==> config.mk <==
export PLATFORM = sky130hd
export DESIGN_NAME = rsp_packet_deframer_core
export DESIGN_NICKNAME = d
export VERILOG_FILES = /design/src/rspdf_pkg.sv /design/src/rsp_packet_deframer_core.sv
export SDC_FILE = /design/constraint.sdc
export NUM_CORES = 2
export LEC_CHECK = 0
export ABC_AREA = 1
export BUFFER_PORTS_ARGS = -buffer_cell sky130_fd_sc_hd__buf_2
export CAP_MARGIN = 0
export CELL_PAD_IN_SITES_DETAIL_PLACEMENT = 0
export CELL_PAD_IN_SITES_GLOBAL_PLACEMENT = 2
export CORE_MARGIN = 2
export CORE_UTILIZATION = 40
export CTS_CLUSTER_DIAMETER = 50
export DETAILED_ROUTE_END_ITERATION = 8
export GPL_TIMING_DRIVEN = 0
export PLACE_DENSITY_LB_ADDON = 0.1
export SETUP_SLACK_MARGIN = 0.4
export SYNTH_ARGS = -nofsm -noshare
export SYNTH_HDL_FRONTEND = slang
export SYNTH_SLANG_ARGS = --single-unit
==> constraint.sdc <==
create_clock -name aclk -period 3.8 [get_ports aclk]
set_clock_uncertainty 0.1 [all_clocks]
set_input_delay 0.95 -clock aclk [delete_from_list [all_inputs] [get_ports aclk]]
set_output_delay 0.95 -clock aclk [all_outputs]
set_load 0.01 [all_outputs]
==> src/rspdf_pkg.sv <==
// package for the rsp packet deframer: constants, codes and the hex digit decoder
`default_nettype none
package rspdf_pkg;

    localparam int BUFFER_DEPTH = 512;
    localparam int ADDR_W       = $clog2(BUFFER_DEPTH);
    localparam int LEN_W        = 9;

    localparam logic [ADDR_W-1:0] FILL_MAX = ADDR_W'(BUFFER_DEPTH - 1);

    localparam logic [7:0] CH_START = 8'h24;
    localparam logic [7:0] CH_END   = 8'h23;
    localparam logic [7:0] CH_COLON = 8'h3A;

    localparam logic [1:0] PH_WAIT    = 2'd0;
    localparam logic [1:0] PH_PAYLOAD = 2'd1;
    localparam logic [1:0] PH_CHK_HI  = 2'd2;
    localparam logic [1:0] PH_CHK_LO  = 2'd3;

    localparam logic [1:0] ST_OK       = 2'd0;
    localparam logic [1:0] ST_OK_SEQ   = 2'd1;
    localparam logic [1:0] ST_BAD_SUM  = 2'd2;
    localparam logic [1:0] ST_OVERFLOW = 2'd3;

    localparam logic ACT_BYTE = 1'b0;
    localparam logic ACT_READ = 1'b1;

    localparam logic KIND_REPORT = 1'b0;
    localparam logic KIND_READ   = 1'b1;

    localparam logic [1:0] SEQ_START = 2'd3;

    typedef struct packed {
        logic       kind;
        logic [1:0] status;
        logic [8:0] payload_length;
        logic [1:0] payload_start;
        logic [7:0] seq_first;
        logic [7:0] seq_second;
    } result_t;

    function automatic logic [7:0] hex_value(input logic [7:0] c);
        logic [7:0] v;
        if (c >= 8'h61 && c <= 8'h66) begin
            v = c - 8'h57;
        end else if (c >= 8'h30 && c <= 8'h39) begin
            v = c - 8'h30;
        end else if (c >= 8'h41 && c <= 8'h46) begin
            v = c - 8'h37;
        end else begin
            v = 8'hFF;
        end
        return v;
    endfunction

endpackage
`default_nettype wire

==> src/rsp_packet_deframer_core.sv <==
// rsp packet deframer top level: packet parser, payload memory and result register
//
// Input channel s_*: one transfer per received character (s_action = 0) or per
// read of a stored payload byte (s_action = 1, address s_read_index).
// Result channel m_*: a packet report when the second checksum digit arrives
// or when '#' closes a payload that filled the store, and one read-data
// transfer for every read. m_kind tells the two apart.
// From an input transfer to result valid, a result passes the first result stage
// (with the payload memory read register) and then the output register.
// Throughput is one transfer per cycle while s_ready is high; parser state updates
// in the cycle of the transfer and the memory takes one write or one read per cycle.
// Stored bytes 0 to 2 are also held in flip-flops for the sequence check.
// Reset (aresetn low, synchronous) returns the parser to waiting for '$'
// and empties both result stages; memory contents are not cleared.
// When the receiver stalls, one result waits in the output register and one
// in the stage behind it; s_ready drops only when both are full.
`default_nettype none
module rsp_packet_deframer_core
    import rspdf_pkg::*;
(
    input  wire logic       aclk,
    input  wire logic       aresetn,
    input  wire logic       s_valid,
    output logic            s_ready,
    input  wire logic       s_action,
    input  wire logic [7:0] s_rx_byte,
    input  wire logic [8:0] s_read_index,
    output logic            m_valid,
    input  wire logic       m_ready,
    output logic            m_kind,
    output logic [1:0]      m_status,
    output logic [8:0]      m_payload_length,
    output logic [1:0]      m_payload_start,
    output logic [7:0]      m_seq_first,
    output logic [7:0]      m_seq_second,
    output logic [7:0]      m_read_data
);

    logic [7:0] payload_mem [BUFFER_DEPTH];

    logic [1:0]      phase_reg, phase_next;
    logic [7:0]      sum_reg, sum_next;
    logic [7:0]      sum_hi_reg, sum_hi_next;
    logic [ADDR_W:0] fill_reg, fill_next;
    logic [7:0]      byte0_reg, byte1_reg, byte2_reg;
    logic [7:0]      rd_data_reg;

    logic    p1_valid_reg;
    result_t p1_res_reg;
    logic    m_valid_reg;
    result_t m_res_reg;
    logic [7:0] m_data_reg;

    logic    accept, p1_adv, store_en, res_en;
    result_t res;
    logic [7:0] rx_sum;
    logic [3:0] hi_nibble;

    assign p1_adv  = p1_valid_reg && (!m_valid_reg || m_ready);
    assign s_ready = !p1_valid_reg || p1_adv;
    assign accept  = s_valid && s_ready;

    always_comb begin
        phase_next  = phase_reg;
        sum_next    = sum_reg;
        sum_hi_next = sum_hi_reg;
        fill_next   = fill_reg;
        store_en    = 1'b0;
        res_en      = 1'b0;
        res         = '0;
        rx_sum      = sum_hi_reg + hex_value(s_rx_byte);
        hi_nibble   = 4'(hex_value(s_rx_byte));
        if (s_action == ACT_READ) begin
            res_en   = 1'b1;
            res.kind = KIND_READ;
        end else begin
            unique case (phase_reg)
                PH_WAIT, PH_PAYLOAD: begin
                    if (s_rx_byte == CH_START) begin
                        phase_next  = PH_PAYLOAD;
                        sum_next    = '0;
                        fill_next   = '0;
                        sum_hi_next = '0;
                    end else if (phase_reg == PH_PAYLOAD) begin
                        if (s_rx_byte == CH_END) begin
                            if (fill_reg[ADDR_W-1:0] == FILL_MAX) begin
                                phase_next         = PH_WAIT;
                                res_en             = 1'b1;
                                res.kind           = KIND_REPORT;
                                res.status         = ST_OVERFLOW;
                                res.payload_length = LEN_W'(fill_reg);
                            end else begin
                                phase_next = PH_CHK_HI;
                            end
                        end else begin
                            if (fill_reg[ADDR_W-1:0] != FILL_MAX) begin
                                store_en  = 1'b1;
                                fill_next = fill_reg + 1'b1;
                            end
                            sum_next = sum_reg + s_rx_byte;
                        end
                    end
                end
                PH_CHK_HI: begin
                    sum_hi_next = {hi_nibble, 4'h0};
                    phase_next  = PH_CHK_LO;
                end
                PH_CHK_LO: begin
                    phase_next         = PH_WAIT;
                    res_en             = 1'b1;
                    res.kind           = KIND_REPORT;
                    res.payload_length = LEN_W'(fill_reg);
                    if (rx_sum != sum_reg) begin
                        res.status = ST_BAD_SUM;
                    end else if (fill_reg >= (ADDR_W+1)'(3) && byte2_reg == CH_COLON) begin
                        res.status        = ST_OK_SEQ;
                        res.payload_start = SEQ_START;
                        res.seq_first     = byte0_reg;
                        res.seq_second    = byte1_reg;
                    end else begin
                        res.status = ST_OK;
                    end
                end
                default: phase_next = PH_WAIT;
            endcase
        end
    end

    always_ff @(posedge aclk) begin
        if (accept && store_en) begin
            payload_mem[fill_reg[ADDR_W-1:0]] <= s_rx_byte;
        end
        if (accept && s_action == ACT_READ) begin
            rd_data_reg <= payload_mem[s_read_index[ADDR_W-1:0]];
        end
    end

    always_ff @(posedge aclk) begin
        if (accept && store_en) begin
            if (fill_reg == (ADDR_W+1)'(0)) begin
                byte0_reg <= s_rx_byte;
            end
            if (fill_reg == (ADDR_W+1)'(1)) begin
                byte1_reg <= s_rx_byte;
            end
            if (fill_reg == (ADDR_W+1)'(2)) begin
                byte2_reg <= s_rx_byte;
            end
        end
        if (accept && res_en) begin
            p1_res_reg <= res;
        end
        if (p1_adv) begin
            m_res_reg  <= p1_res_reg;
            m_data_reg <= (p1_res_reg.kind == KIND_READ) ? rd_data_reg : 8'h00;
        end
    end

    always_ff @(posedge aclk) begin
        if (!aresetn) begin
            phase_reg    <= PH_WAIT;
            sum_reg      <= '0;
            sum_hi_reg   <= '0;
            fill_reg     <= '0;
            p1_valid_reg <= 1'b0;
            m_valid_reg  <= 1'b0;
        end else begin
            if (accept) begin
                phase_reg  <= phase_next;
                sum_reg    <= sum_next;
                sum_hi_reg <= sum_hi_next;
                fill_reg   <= fill_next;
            end
            if (accept && res_en) begin
                p1_valid_reg <= 1'b1;
            end else if (p1_adv) begin
                p1_valid_reg <= 1'b0;
            end
            if (p1_adv) begin
                m_valid_reg <= 1'b1;
            end else if (m_ready) begin
                m_valid_reg <= 1'b0;
            end
        end
    end

    assign m_valid          = m_valid_reg;
    assign m_kind           = m_res_reg.kind;
    assign m_status         = m_res_reg.status;
    assign m_payload_length = m_res_reg.payload_length;
    assign m_payload_start  = m_res_reg.payload_start;
    assign m_seq_first      = m_res_reg.seq_first;
    assign m_seq_second     = m_res_reg.seq_second;
    assign m_read_data      = m_data_reg;

    a_fill_bound: assert property (@(posedge aclk) disable iff (!aresetn)
        fill_reg <= (ADDR_W+1)'(BUFFER_DEPTH - 1))
        else $error("fill count beyond store");

    a_stall_full: assert property (@(posedge aclk) disable iff (!aresetn)
        !s_ready |-> (p1_valid_reg && m_valid_reg && !m_ready))
        else $error("input stalled with free result stage");

    a_report_done: assert property (@(posedge aclk) disable iff (!aresetn)
        (accept && s_action == ACT_BYTE && phase_reg == PH_CHK_LO)
        |=> (phase_reg == PH_WAIT && p1_valid_reg && p1_res_reg.kind == KIND_REPORT))
        else $error("checksum end without report");

    a_read_fields: assert property (@(posedge aclk) disable iff (!aresetn)
        (m_valid && m_kind == KIND_READ) |-> (m_status == ST_OK && m_payload_length == 9'd0))
        else $error("read result carries report fields");

endmodule
`default_nettype wire
==> Word level (Yosys, flattened, before mapping) <==
Memory sizes are Yosys's and may differ from the RTL's. A register that Yosys moved wholly into a read port is not among the register bits.
Index checks and enable logic that the tools add are counted.
{ "totals": {"inputBits": 22, "output_inout_bits": 40, "elab_cells": 127, "n_memories": 1, "ram_bits": 4096, "reg_bits": 122} }
{ "memory_table": {"columns": ["memory", "words", "width", "rd", "rd_clocked_by_memory_dff", "wr", "line_no", "rtl"], "rows": [
  ["payload_mem", 512, 8, 1, 1, 1, "rsp_packet_deframer_core.sv:39", "logic [7:0] payload_mem [BUFFER_DEPTH];"]
]} }
{ "op_classes": {"n_addsub": 6, "eq_ne": 15, "order_cmp": 7, "mux": 43, "n_bitwise": 3, "n_reduce_logical": 30} }
{ "op_table": {"columns": ["operator", "count"], "rows": [
  ["$mux 8", 7],
  ["$mux 11", 4],
  ["$mux 10", 4],
  ["$eq 8x6->1 const B", 3],
  ["$pmux 11 s2", 1],
  ["$mux 1", 18],
  ["$mux 18", 1],
  ["$add 8x8->8", 2],
  ["$ge 8x7->1 const B", 2],
  ["$le 8x7->1 const B", 2],
  ["$pmux 8 s2", 1],
  ["$sub 8x6->8 const B", 2],
  ["$add 10x1->10 const B", 1],
  ["$eq 10x1->1 const B", 1],
  ["$eq 10x2->1 const B", 1],
  ["$ge 10x2->1 const B", 1],
  ["$logic_not 10->1", 1],
  ["$mux 2", 5],
  ["$reduce_bool 2->1", 5],
  ["$eq 9x9->1 const B", 1],
  ["$logic_and 1x1->1", 9],
  ["$ne 9x9->1 const B", 1],
  ["$ge 8x6->1 const B", 1],
  ["$le 8x6->1 const B", 1],
  ["other kinds (19)", 29]
]} }

==> Depth between registers and ports, before layout <==
{ "depth": {"ltp_word": 10, "depth_mapped": 20, "depth_no_buf": 20} }

==> Worst setup path after synthesis <==
No wires, ideal clock.
{ "synth_path": {"path_kind": "input port to flip-flop", "start": "input s_rx_byte[0]", "end": "register p1_res_reg[10] (netlist bit), data pin", "setup_ns": 0.134, "path_buffers": 1, "stages": 18, "required_ns": 3.566, "arrival_ns": 3.476, "slack_ns": 0.090, "path_cell_list": "inv_1 ha_1 o21ai_0 a21oi_1 nand2_2 inv_2 o21ai_0 o211ai_1 ha_1 fa_1 xnor2_1 xnor2_1 nor3_1 nand3_1 nor2_2 nand3_4 buf_6 nor2_4"} }
{ "synth_via": {"elab_chain_len": 8, "elab_cells_between_ends": 18, "cone_classes": "add/sub: 4; order compare: 6; eq/ne: 1; mux: 3; reduce/logical: 4"} }
{ "synth_rtl": {"columns": ["item", "line_no", "rtl"], "rows": [
  ["from (decl)", "rsp_packet_deframer_core.sv:26", "input wire logic [7:0] s_rx_byte,"],
  ["$ge 8x7->1 or $le 8x7->1 (tied branches)", "rspdf_pkg.sv:48", "end else if (c >= 8'h41 && c <= 8'h46) begin"],
  ["$logic_and 1x1->1", "rspdf_pkg.sv:48", null],
  ["$mux 8", "rspdf_pkg.sv:48", null],
  ["$mux 8", null, null],
  ["$mux 8 *", null, null],
  ["$add 8x8->8 *", "rsp_packet_deframer_core.sv:71", "rx_sum = sum_hi_reg + hex_value(s_rx_byte);"],
  ["$ne 8x8->1 *", "rsp_packet_deframer_core.sv:113", "if (rx_sum != sum_reg) begin"],
  ["$reduce_or 4->1 (no line) *", null, null],
  ["to (signal assigned)", "rsp_packet_deframer_core.sv:151", "p1_res_reg <= res;"],
  ["to (decl)", "rsp_packet_deframer_core.sv:49", "result_t p1_res_reg;"]
]} }
Mark *: on every way between the ends. The rest lies on a longest branch, timed or not.
A chain may end at the register's enable or synchronous reset.

==> Worst setup path in the final report <==
{ "layout_path": {"start": "register fill_reg[1]", "end": "memory payload_mem[429][0], enable pin"} }
{ "layout_via": {"elab_chain_len": 10} }
{ "layout_rtl": {"columns": ["item", "line_no", "rtl"], "rows": [
  ["from (decl)", "rsp_packet_deframer_core.sv:44", "logic [ADDR_W:0] fill_reg, fill_next;"],
  ["from (signal assigned)", "rsp_packet_deframer_core.sv:172", "fill_reg <= fill_next;"],
  ["$ne 9x9->1", "rsp_packet_deframer_core.sv:96", "if (fill_reg[ADDR_W-1:0] != FILL_MAX) begin"],
  ["$mux 1", "rsp_packet_deframer_core.sv:96", null],
  ["$mux 1", "rsp_packet_deframer_core.sv:85", "if (s_rx_byte == CH_END) begin"],
  ["$mux 1", "rsp_packet_deframer_core.sv:84", "end else if (phase_reg == PH_PAYLOAD) begin"],
  ["$mux 1", "rsp_packet_deframer_core.sv:79", "if (s_rx_byte == CH_START) begin"],
  ["$mux 1", "rsp_packet_deframer_core.sv:77", "unique case (phase_reg)"],
  ["$mux 1", "rsp_packet_deframer_core.sv:73", "if (s_action == ACT_READ) begin"],
  ["$logic_and 1x1->1", "rsp_packet_deframer_core.sv:130", "if (accept && store_en) begin"],
  ["$mux 1", "rsp_packet_deframer_core.sv:130", null],
  ["$mux 1 (implied by the code)", "rsp_packet_deframer_core.sv:131", "payload_mem[fill_reg[ADDR_W-1:0]] <= s_rx_byte;"],
  ["to (decl)", "rsp_packet_deframer_core.sv:39", null]
]} }
Several ways; a longest one is shown, not always the timed one.

==> results.sh <==
export IMPL_status="complete, no violations"
export IMPL_cts_root_buf="clkbuf_16"
export IMPL_hold_viol_final=0
export IMPL_synthesis_nets=14500
export IMPL_r2r_slack_ps=180
export IMPL_clk_pin_slew_ps=60
export IMPL_cts_hold_buf=0
export IMPL_cp_start_kind="flip-flop"
export IMPL_viasPerCell=5.93
export IMPL_grt_pass1_vias=117000
export IMPL_tns_ps=0
export IMPL_fillers=38100
export IMPL_worstHoldPathType="input pin to flip-flop"
export IMPL_ys_ff_latch=4220
export IMPL_critPathMaxStageDelay_ps=790
export IMPL_layout_common_cells="nand2_1 (4203), edfxtp_1 (4194), nand3_1 (4075)"
export IMPL_worst_r2r_cell_count=6
export IMPL_grt_pass1_wl_um=1030000
export IMPL_numPortBuffers=54
export IMPL_die_height_um=658
export IMPL_cts_sinks=4220
export IMPL_crit_arrival_ps=4210
export IMPL_grt_ovfl_total=0
export IMPL_cp_required_ps=4390
export IMPL_synth_cell_types=43
export IMPL_crit_path_end_kind="flip-flop"
export IMPL_pwr_share_seq_pct=46.3
export IMPL_hold_depth=4
export IMPL_grt_usage_pct=35.2
export IMPL_finalSetupViolCount=0
export IMPL_timing_fmax_mhz=276
export IMPL_ant_nets=0
export IMPL_die_area_um2=433000
export IMPL_r2r_end="payload_mem[429][0]$_DFFE_PP_"
export IMPL_yosysSeqAreaShare_pct=73.9
export IMPL_placed_cell_area_um2=181000
export IMPL_min_to="m_valid$_SDFFE_PN0P_"
export IMPL_crit_fanout=8
export IMPL_p_int_mw=83.2
export IMPL_power_switching_mw=27.5
export IMPL_synth_edff_count=4194
export IMPL_drc=0
export IMPL_p_leak_nw=72.0
export IMPL_peakVddDrop_mv=0.474
export IMPL_synth_flop_cell="edfxtp_1"
export IMPL_swShare_pct=24.9
export IMPL_syn_to_final_growth_pct=20.7
export IMPL_post_route_min_period_ps=3620
export IMPL_r2r_start="fill_reg[1]$_SDFFE_PN0P_"
export IMPL_path_buf_inv=3
export IMPL_cp_top_family="buffers and inverters"
export IMPL_crit_slowest_cell="clkbuf_2"
export IMPL_clkPwrFrac_pct=46.6
export IMPL_min_from="m_ready"
export IMPL_drt_pass1_iter_count=7
export IMPL_synthCells=14400
export IMPL_die_x_um=658
export IMPL_post_drt_wl_per_cell_um=37.1
export IMPL_combPwrFrac_pct=7.2
export IMPL_synth_area_um2=171000
export IMPL_final_area_um2=207000
export IMPL_largest_reg_flops=4096
export IMPL_crit_chain="inv_1 > ha_1 > nand2_1 > clkbuf_2 > buf_16 > nor2_1"
export IMPL_fin_crit_sh_pct=95.3
export IMPL_relSlewSlack_pct=1.76
export IMPL_num_rows=240
export IMPL_cts_tree="done"
export IMPL_tightestPinTransition_ps=1470
export IMPL_gp_congestion=0.989
export IMPL_final_common_cell="nand2_1"
export IMPL_fin_worst_hold_slack_ps=77.3
export IMPL_clk_path_buf_depth=4
export IMPL_rsz0062_at_grt="true"
export IMPL_vias=127000
export IMPL_timing_max_cap_violations=0
export IMPL_async_reset_ff_share_pct=0
export IMPL_wl_um=795000
export IMPL_antenna_found_initial=52
export IMPL_finalNetCount=15400
export IMPL_numCtsBuffers=544
export IMPL_worstSkewPairLatency_ps=1110
export IMPL_num_io_pins=62
export IMPL_yosys_warnings=0
export IMPL_core_area_um2=427000
export IMPL_grt_max_degree=132
export IMPL_hpwlAfterDp_um=556000
export IMPL_criticalPathCategory="flip-flop to flip-flop"
export IMPL_htreeDepth=6
export IMPL_synth_avg_cell_area_um2=11.9
export IMPL_power_per_cell_area_nw_per_um2=536
export IMPL_start_util_pct=40.1
export IMPL_drive_gt1_share_pct=16.3
export IMPL_slew_viol_final=0
export IMPL_drtIter0Drc=19600
cells by family (layout without fill, tap and decap cells):
group | after synthesis | in the layout | share of synthesized area, %
AO/OA/AOI/OAI | 58 | 58 | 0.184
XOR/XNOR | 9 | 9 | 0.0461
adder cells (fa/ha/maj) | 26 | 26 | 0.199
buffers and inverters | 1111 | 2431 | 2.76
flip-flops | 4220 | 4220 | 73.9
other | 0 | 19 | 0
AND/OR/NAND/NOR | 9001 | 9001 | 22.9
worst register-to-register path, cell delays in order (launching register included):
cell	delay, ps
dfxtp_4	360
inv_1	280
ha_1	290
nand2_1	260
clkbuf_2	790
buf_16	450
nor2_1	720
power by group through the flow:
stage | registers (mW) | clock network (mW) | logic, mW
after floorplan | 52.2 | 0 | 2.92
after global placement | 52.7 | 0 | 7.22
after detailed placement | 52.2 | 0 | 7.44
after CTS | 51.2 | 51.7 | 7.48
after global routing | 51.2 | 53.5 | 8.11
final | 51.2 | 51.6 | 7.96
routing by layer:
layer / global-route usage, % / wire (um) / vias to the layer above
li1: - / - / 53400
met5: 0 / 54 / -
met4: 15.8 / 43100 / 4
met1: 49.0 / 319000 / 64700
met2: 52.7 / 345000 / 7688
met3: 8.30 / 88000 / 1398
cell type report:
type	instances	area, um2	share of cell area (%)
clock inverters	359	3590	1.74
multi-input cells	9094	43600	21.1
repair buffers	336	5620	2.72
well taps	5687	7120	3.44
clock buffers	625	14200	6.88
flip-flops and latches	4220	126000	61.2
plain buffers	983	5330	2.58
inverters	128	543	0.263
diodes	19	47.5	0.0230
through the flow:
stage	worst slack [ps]	total power [mW]	instances	util, %
6_report	179	111	21500	48.4
5_1_grt	227	113	21400	48.4
4_1_cts	-99.9	110	21300	47.8
3_5_place_dp	-2330	59.6	20300	42.4
3_3_place_gp	-11890	59.9	20200	41.9
2_1_floorplan	230	55.1	14400	-
worst max-delay path by stage:
stage,startpoint,endpoint,slack (ps),depth (start not counted)
6_report,fill_reg[1]$_SDFFE_PN0P_,payload_mem[429][0]$_DFFE_PP_,180,6
5_1_grt,fill_reg[0]$_SDFFE_PN0P_,payload_mem[320][0]$_DFFE_PP_,230,8
4_1_cts,s_read_index[0],rd_data_reg[0]$_DFFE_PP_,-100,14
3_5_place_dp,s_read_index[1],rd_data_reg[7]$_DFFE_PP_,-2330,14
3_3_place_gp,s_rx_byte[4],payload_mem[59][3]$_DFFE_PP_,-11890,13
2_1_floorplan,s_rx_byte[1],p1_res_reg[10]$_SDFFCE_PP0P_,230,18
cells in the mapped netlist, types with 5 or more instances:
cell      instances  area share [%]
nand3_1        4107              12
a21oi_1          36            0.11
nand2_2           9           0.033
buf_1           127            0.28
inv_2            27           0.059
inv_1            99            0.22
xnor2_1           5           0.026
nor2_4           10           0.066
o21ai_0          12           0.035
clkbuf_1        430            0.94
edfxtp_1       4194              74
ha_1             24            0.18
dfxtp_1          26            0.30
nand3_2           5           0.029
nand4_1           6           0.022
nor3_1           15           0.044
nor2_1          587             1.3
nand3b_1          5           0.022
buf_4             5           0.022
buf_2           420             1.2
nor2_2            6           0.022
nand2_1        4237             9.3
what timing repair did:
item                                    4_1_cts  5_1_grt
gates resized for setup                    1077      688
buffers inserted                             87       65
pin swaps                                    88       51
endpoints found under the setup margin     4190     3600
gates cloned                                  2       33
(Power assumes the default switching activity.)
